--- config.mk ---
export PLATFORM = sky130hd
export DESIGN_NAME = bac_cell
export DESIGN_NICKNAME = d
export VERILOG_FILES = /design/src/design/bac_pkg.sv /design/src/design/bac_cell.sv
export SDC_FILE = /design/constraint.sdc
export NUM_CORES = 1
export LEC_CHECK = 0
export BUFFER_PORTS_ARGS = -buffer_cell sky130_fd_sc_hd__buf_2
export CAP_MARGIN = 20
export CORE_MARGIN = 5
export CORE_UTILIZATION = 40
export DETAILED_ROUTE_END_ITERATION = 10
export PLACE_DENSITY = 0.67
export SLEW_MARGIN = 40
export SYNTH_ARGS = -nofsm -noshare
export SYNTH_HDL_FRONTEND = slang
export SYNTH_SLANG_ARGS = --single-unit
--- constraint.sdc ---
create_clock -name clock -period 4.4 [get_ports clock]
set_clock_uncertainty 0.05 [all_clocks]
set_input_delay 0.44 -clock clock [delete_from_list [all_inputs] [get_ports clock]]
set_output_delay 0.44 -clock clock [all_outputs]
set_load 0.05 [all_outputs]
--- src/design/bac_pkg.sv ---
package bac_pkg;

   localparam logic [1:0] CMD_LOAD    = 2'd0;
   localparam logic [1:0] CMD_CONNECT = 2'd1;
   localparam logic [1:0] CMD_END     = 2'd2;

   localparam logic [3:0] ST_ADMIT_NEW    = 4'd0;
   localparam logic [3:0] ST_ADMIT_EXIST  = 4'd1;
   localparam logic [3:0] ST_REFUSE_CAP   = 4'd2;
   localparam logic [3:0] ST_REFUSE_FULL  = 4'd3;
   localparam logic [3:0] ST_REL_LAST     = 4'd4;
   localparam logic [3:0] ST_REL_ACTIVE   = 4'd5;
   localparam logic [3:0] ST_UNKNOWN      = 4'd6;
   localparam logic [3:0] ST_RULE_STORED  = 4'd7;
   localparam logic [3:0] ST_RULE_FULL    = 4'd8;

   localparam logic [15:0] COUNT_MAX = 16'hFFFF;
   localparam logic [19:0] DEFAULT_RATE_RESET = 20'd1000;

   localparam logic REG_MAX_TPUT    = 1'b0;
   localparam logic REG_DEFAULT_RATE = 1'b1;

   // search token moving along the cell row
   typedef struct packed {
      logic        valid;
      logic [31:0] addr;
      logic        rule_hit;
      logic [19:0] rule_rate;
      logic        client_hit;
      logic [15:0] client_count;
   } token_type;

endpackage

--- src/design/bac_cell.sv ---
module bac_cell (
   input  logic                clock,
   input  logic                reset,
   input  logic                rule_load,
   input  logic                rule_sel,
   input  logic                client_load,
   input  logic                client_sel,
   input  logic                count_load,
   input  logic [31:0]         load_addr,
   input  logic [19:0]         load_rate,
   input  logic [15:0]         load_count,
   input  logic                rule_used,
   input  logic                client_used,
   input  bac_pkg::token_type  tok_in,
   output bac_pkg::token_type  tok_out
);
   import bac_pkg::*;

   logic [31:0] rule_addr_ff;
   logic [19:0] rule_rate_ff;
   logic [31:0] client_addr_ff;
   logic [15:0] client_count_ff;
   token_type   tok_ff;
   token_type   tok_in_w;
   logic        rule_match;
   logic        client_match;

   assign rule_match   = rule_used && !tok_in.rule_hit && (rule_addr_ff == tok_in.addr);
   assign client_match = client_used && !tok_in.client_hit &&
                         (client_addr_ff == tok_in.addr);

   always_comb begin
      tok_in_w = tok_in;
      if (rule_match) begin
         tok_in_w.rule_hit  = 1'b1;
         tok_in_w.rule_rate = rule_rate_ff;
      end
      if (client_match) begin
         tok_in_w.client_hit   = 1'b1;
         tok_in_w.client_count = client_count_ff;
      end
   end

   always_ff @(posedge clock) begin
      if (rule_load && rule_sel) begin
         rule_addr_ff <= load_addr;
         rule_rate_ff <= load_rate;
      end
      if (client_load && client_sel) begin
         client_addr_ff <= load_addr;
      end
      if (count_load && client_sel) begin
         client_count_ff <= load_count;
      end
      tok_ff.addr         <= tok_in_w.addr;
      tok_ff.rule_hit     <= tok_in_w.rule_hit;
      tok_ff.rule_rate    <= tok_in_w.rule_rate;
      tok_ff.client_hit   <= tok_in_w.client_hit;
      tok_ff.client_count <= tok_in_w.client_count;
      if (reset) begin
         tok_ff.valid <= 1'b0;
      end else begin
         tok_ff.valid <= tok_in_w.valid;
      end
   end

   assign tok_out = tok_ff;

endmodule
=== Word-level counts from Yosys, hierarchy flattened ===
Index checks and enable logic that the tools add are counted.

* Register bits after elaboration: 171
* Bits of input ports: 148

* Eq/ne operators: 2
* Mux-type cells: 2
* Reductions and logical operators: 9

{| class="wikitable"
|+ Operator list
! operator !! count
|-
| == test 32 bit || 2
|-
| 2-to-1 mux 20 bit || 1
|-
| 2-to-1 mux 16 bit || 1
|-
| logical AND 1 bit || 7
|-
| logical NOT 1 bit || 2
|}

=== Logic depth before layout (Yosys ltp) ===
* Depth in word-level cells: 4
* Depth in mapped cells: 6

=== Least setup slack after synthesis ===
No wires, ideal clock.

* Kind: input-to-reg
* Start point: in rule_sel
* End point: reg rule_addr_ff[0], enable pin
* Library setup time: 0.415 ns
* Data arrival time: 1.679 ns
* Data required time: 3.935 ns
* Setup slack: 2.256 ns
* Cell stages on the path: 1
* Path buffers: 0
* Cell sequence: and2_1

* Longest elaborated chain between the ends: 1

{| class="wikitable"
|+ Ends and longest elaborated chain
! item !! line !! source
|-
| from (decl) || bac_cell.sv:5 || <nowiki>input logic rule_sel,</nowiki>
|-
| logical AND 1 bit || bac_cell.sv:45 || <nowiki>if (rule_load && rule_sel) begin</nowiki>
|-
| to (signal assigned) || bac_cell.sv:46 || <nowiki>rule_addr_ff <= load_addr;</nowiki>
|-
| to (decl) || bac_cell.sv:19 || <nowiki>logic [31:0] rule_addr_ff;</nowiki>
|}

No other way between the ends.
A chain may end at the register's enable or synchronous reset.

==> run summary <==
The run finished with clean final reports. The detailed router placed between 3k and 4k vias in this run. The critical path goes through xnor2_1 -> nand4_1 -> nor4_1 -> nand3_2 -> mux2_4. STA classifies the critical path startpoint as a flip-flop. The post-synth net total came out at 459. The total count of hold-check failures in the final report came out at 0.

The chip height is 130 um. The share of cells above drive strength 1 came out at 0.520. The largest single stage delay on the critical path is 0.51 ns. The CTS sink count is 171. TritonCTS built the clock tree. The core utilization of the finished layout came out at 0.545.

The share of synthesized area spent on multiplexers came out at 0.0887. Summing every instance area after synthesis gives 5760 um2. The final period utilization came out at 0.548. The worst register-to-register path begins at client_addr_ff[26]$_DFFE_PP_. The final number of max-transition violations came out at 0.

The maximum level of the CTS H-tree is 4. The hold buffer count at cts came out at 0. The largest net degree at the start of global routing came out at 53. By count the netlist is led by edfxtp_1, dfxtp_1, xnor2_1.

The fraction of registers with async set or reset after synthesis came out at 0. After synthesis, the largest family of logic cells by area is multiplexers. The number of cells traversed by the worst register-to-register path is 5. The number of global-route vias before repair came out at 3,617.

The total negative slack for setup checks came out at 0 ns. The headroom to the max-slew limit came out at 0.497. The worst hold path belongs to the class primary input to flip-flop. The final layout contains 694 nets. The number of different library cells used by synthesis comes to 25. For this run, the leading register cell type out of synthesis is edfxtp_1. Row generation in the floorplan step produced 43 rows. The first TritonRoute pass finished after 4 iterations. The floorplan die width came out at ~130 um. The source-to-sink clock delay at the later pin of the worst-skew pair is 0.41 ns. The slowest cell on the critical path is nand3_2. The average routed wire per standard cell is 17.0 um. The ratio of total power to cell area is about 470 nW/um2. The antenna violation net count after detailed routing is 0. Along the worst hold path, the cell count comes to 1. Compared with the post-synthesis result, the final layout area differs by 32.3%. The per-cell via count in the routed design is between 4 and 5. The clock-pin transition on the worst setup and hold timing paths came out at 0.06 ns. The number of cells upsized or downsized after cts is 0. The detailed placer's ending HPWL is ~9.6 mm. The initial detailed-routing violation count came out at 151. Data on the critical path arrives at its endpoint at 2.66 ns. The worst hold path begins at tok_in[46]. Synthesis handed over a netlist of 311 instances. The number of input and output port buffers inserted is 218.

The number of I/O pins came out at 219. The overflow left after global routing came out at 0. The initial antenna violation count is 0. The leakage dissipation came out at about 0.0032 uW. At the worst endpoint, the required time is 4.65 ns.

The buffer cell driving the clock tree root is clkbuf_16. In this run the critical register-to-register path is captured at tok_out[9]$_DFF_P_. The average instance in the mapped netlist occupies 18.5 um2. Of the total synthesized cell area, the portion taken by XOR and XNOR cells is 0.0882. Among cell families on the critical path, the largest total delay comes from simple AND/OR/NAND/NOR gates. The share of Yosys cell area claimed by the top area cell type came out at 0.522.

After layout, the minimum clock period comes to 2.41 ns. Across the run, the number of max-cap violations was 0. The share of the Yosys chip area taken by registers is 0.769. The classification of the worst setup path is flip-flop to flip-flop. The number of clock buffers inserted by TritonCTS came out at 17. The area fraction in compound gates after synthesis was 0.00804. In this run the post-CTS setup repair buffer count came out at 0.

The area of the core is roughly 14,000 um2. Ranked by total cell area, the synthesized netlist is headed by edfxtp_1, dfxtp_1, xnor2_1. The wire length of the first global-routing pass is 18.6 mm. The number of enable flip-flop cells after synthesis came out at 100. Summed over all instances, the cell type with the most area after synthesis is edfxtp_1. The final weighted congestion in routability-driven placement is 0.774.

The antenna cell count came out at 0. The critical path starts at client_addr_ff[26]$_DFFE_PP_. Wires add up to 12.5 mm. The biggest fanout along the worst timing path came out at 17. For hold timing, the worst endpoint is tok_out[46]$_DFF_P_. The post-synthesis share of cell area spent on and, or, nand and nor gates is 0.0367.

The worst-case IR drop observed on VDD is about 0.28 mV. The highest clock rate is 415 MHz. The setup violation total in the final timing report came out at 0. The actual transition at the worst max-transition pin is 0.754 ns. The slack of the worst reg-to-reg path is 1.99 ns. The most common cell in the netlist is edfxtp_1. The clock tree buffer depth came out at 2. The number of warning messages in the yosys log came out at 0. Setup repair after global routing left no endpoint under its margin. The floorplan step defined a die boundary enclosing 16,900 um2. In the routed design, unresolved DRC markers number 0.

Counting flops and latches in the post-synthesis netlist gives 171. Of the total synthesized cell area, the portion taken by full adders, half adders and majority gates is 0. STA classifies the critical path endpoint as a flip-flop. The initial core utilization came out at 0.412. The global routing usage summed across all routing layers came out at 0.149. The buffers plus inverters on the worst setup path came out at 0.
-- per-layer routing --
metal  global-route usage  up-vias  part of all wire
met4               0.0654        0             0.023
met1                0.172     1561              0.38
met3               0.0483       18             0.079
met2                0.253      127              0.52
li1                     -     1603                 -
met5                    0        -                 0
-- sequential cells by signal, summed over array words and instances, names as in the netlist --
signal and count:
client_count_ff 16, rule_addr_ff 32, client_addr_ff 32, tok_out 71
rule_rate_ff 20
-- where the power goes --
group	switching [uW]	internal (uW)
Clock	582	828
Combinational	227	136
Sequential	29.6	1800
-- metrics by stage --
step,setup slack (ns),power [uW],cell area [um2],instances,hold WS [ns]
3_5_place_dp,1.65,2230,7060,707,0.409
4_1_cts,1.83,3650,7620,738,0.102
6_report,1.99,3600,7620,738,0.122
3_3_place_gp,1.59,2220,7050,707,0.402
2_1_floorplan,2.26,2080,5760,311,0.399
5_1_grt,1.74,3740,7620,738,0.101
-- cells in the final DEF, fill, tap and decap left out, drive strengths merged --
cell        n
nor4b       2
clkinv      5
mux2       36
nand3       3
clkbuf     19
clkinvlp    5
nor4        2
o22ai       2
nand2b      2
bufinv      2
o21ai       1
a221o       1
edfxtp    100
xor2        2
buf       219
dfxtp      71
o2bb2ai     1
xnor2      56
nand2       1
inv         6
a222oi      1
nor2        1
nor3        2
nor2b       2
and2        3
nand4      13
-- cell type report --
| type | count | area, um2 |
|---|---|---|
| Clock inverter | 12 | 126 |
| Timing Repair Buffer | 219 | 1100 |
| Fill cell | 1191 | 6370 |
| Tap cell | 180 | 225 |
| Clock buffer | 19 | 433 |
| Sequential cell | 171 | 4420 |
| Inverter | 6 | 22.5 |
| Multi-Input combinational cell | 131 | 1290 |
-- logic make-up after synthesis --
logic type                count (synthesis)
AOI/OAI and AO/OA                         6
xor gates and xnor gates                 58
buffers and inverters                     9
DFF                                     171
muxes                                    36
and+or+nand+nor                          31
-- how the worst max path moves through the flow --
stage          depth (start not counted)                        end  slack (ns)
3_3_place_gp                           6        tok_out[29]$_DFF_P_        1.59
5_1_grt                                5        tok_out[12]$_DFF_P_        1.74
6_report                               5         tok_out[9]$_DFF_P_        1.99
4_1_cts                                5         tok_out[6]$_DFF_P_        1.83
3_5_place_dp                           6         tok_out[6]$_DFF_P_        1.65
2_1_floorplan                          1  rule_addr_ff[0]$_DFFE_PP_        2.26
No activity file was read; power rests on OpenSTA's default activity.
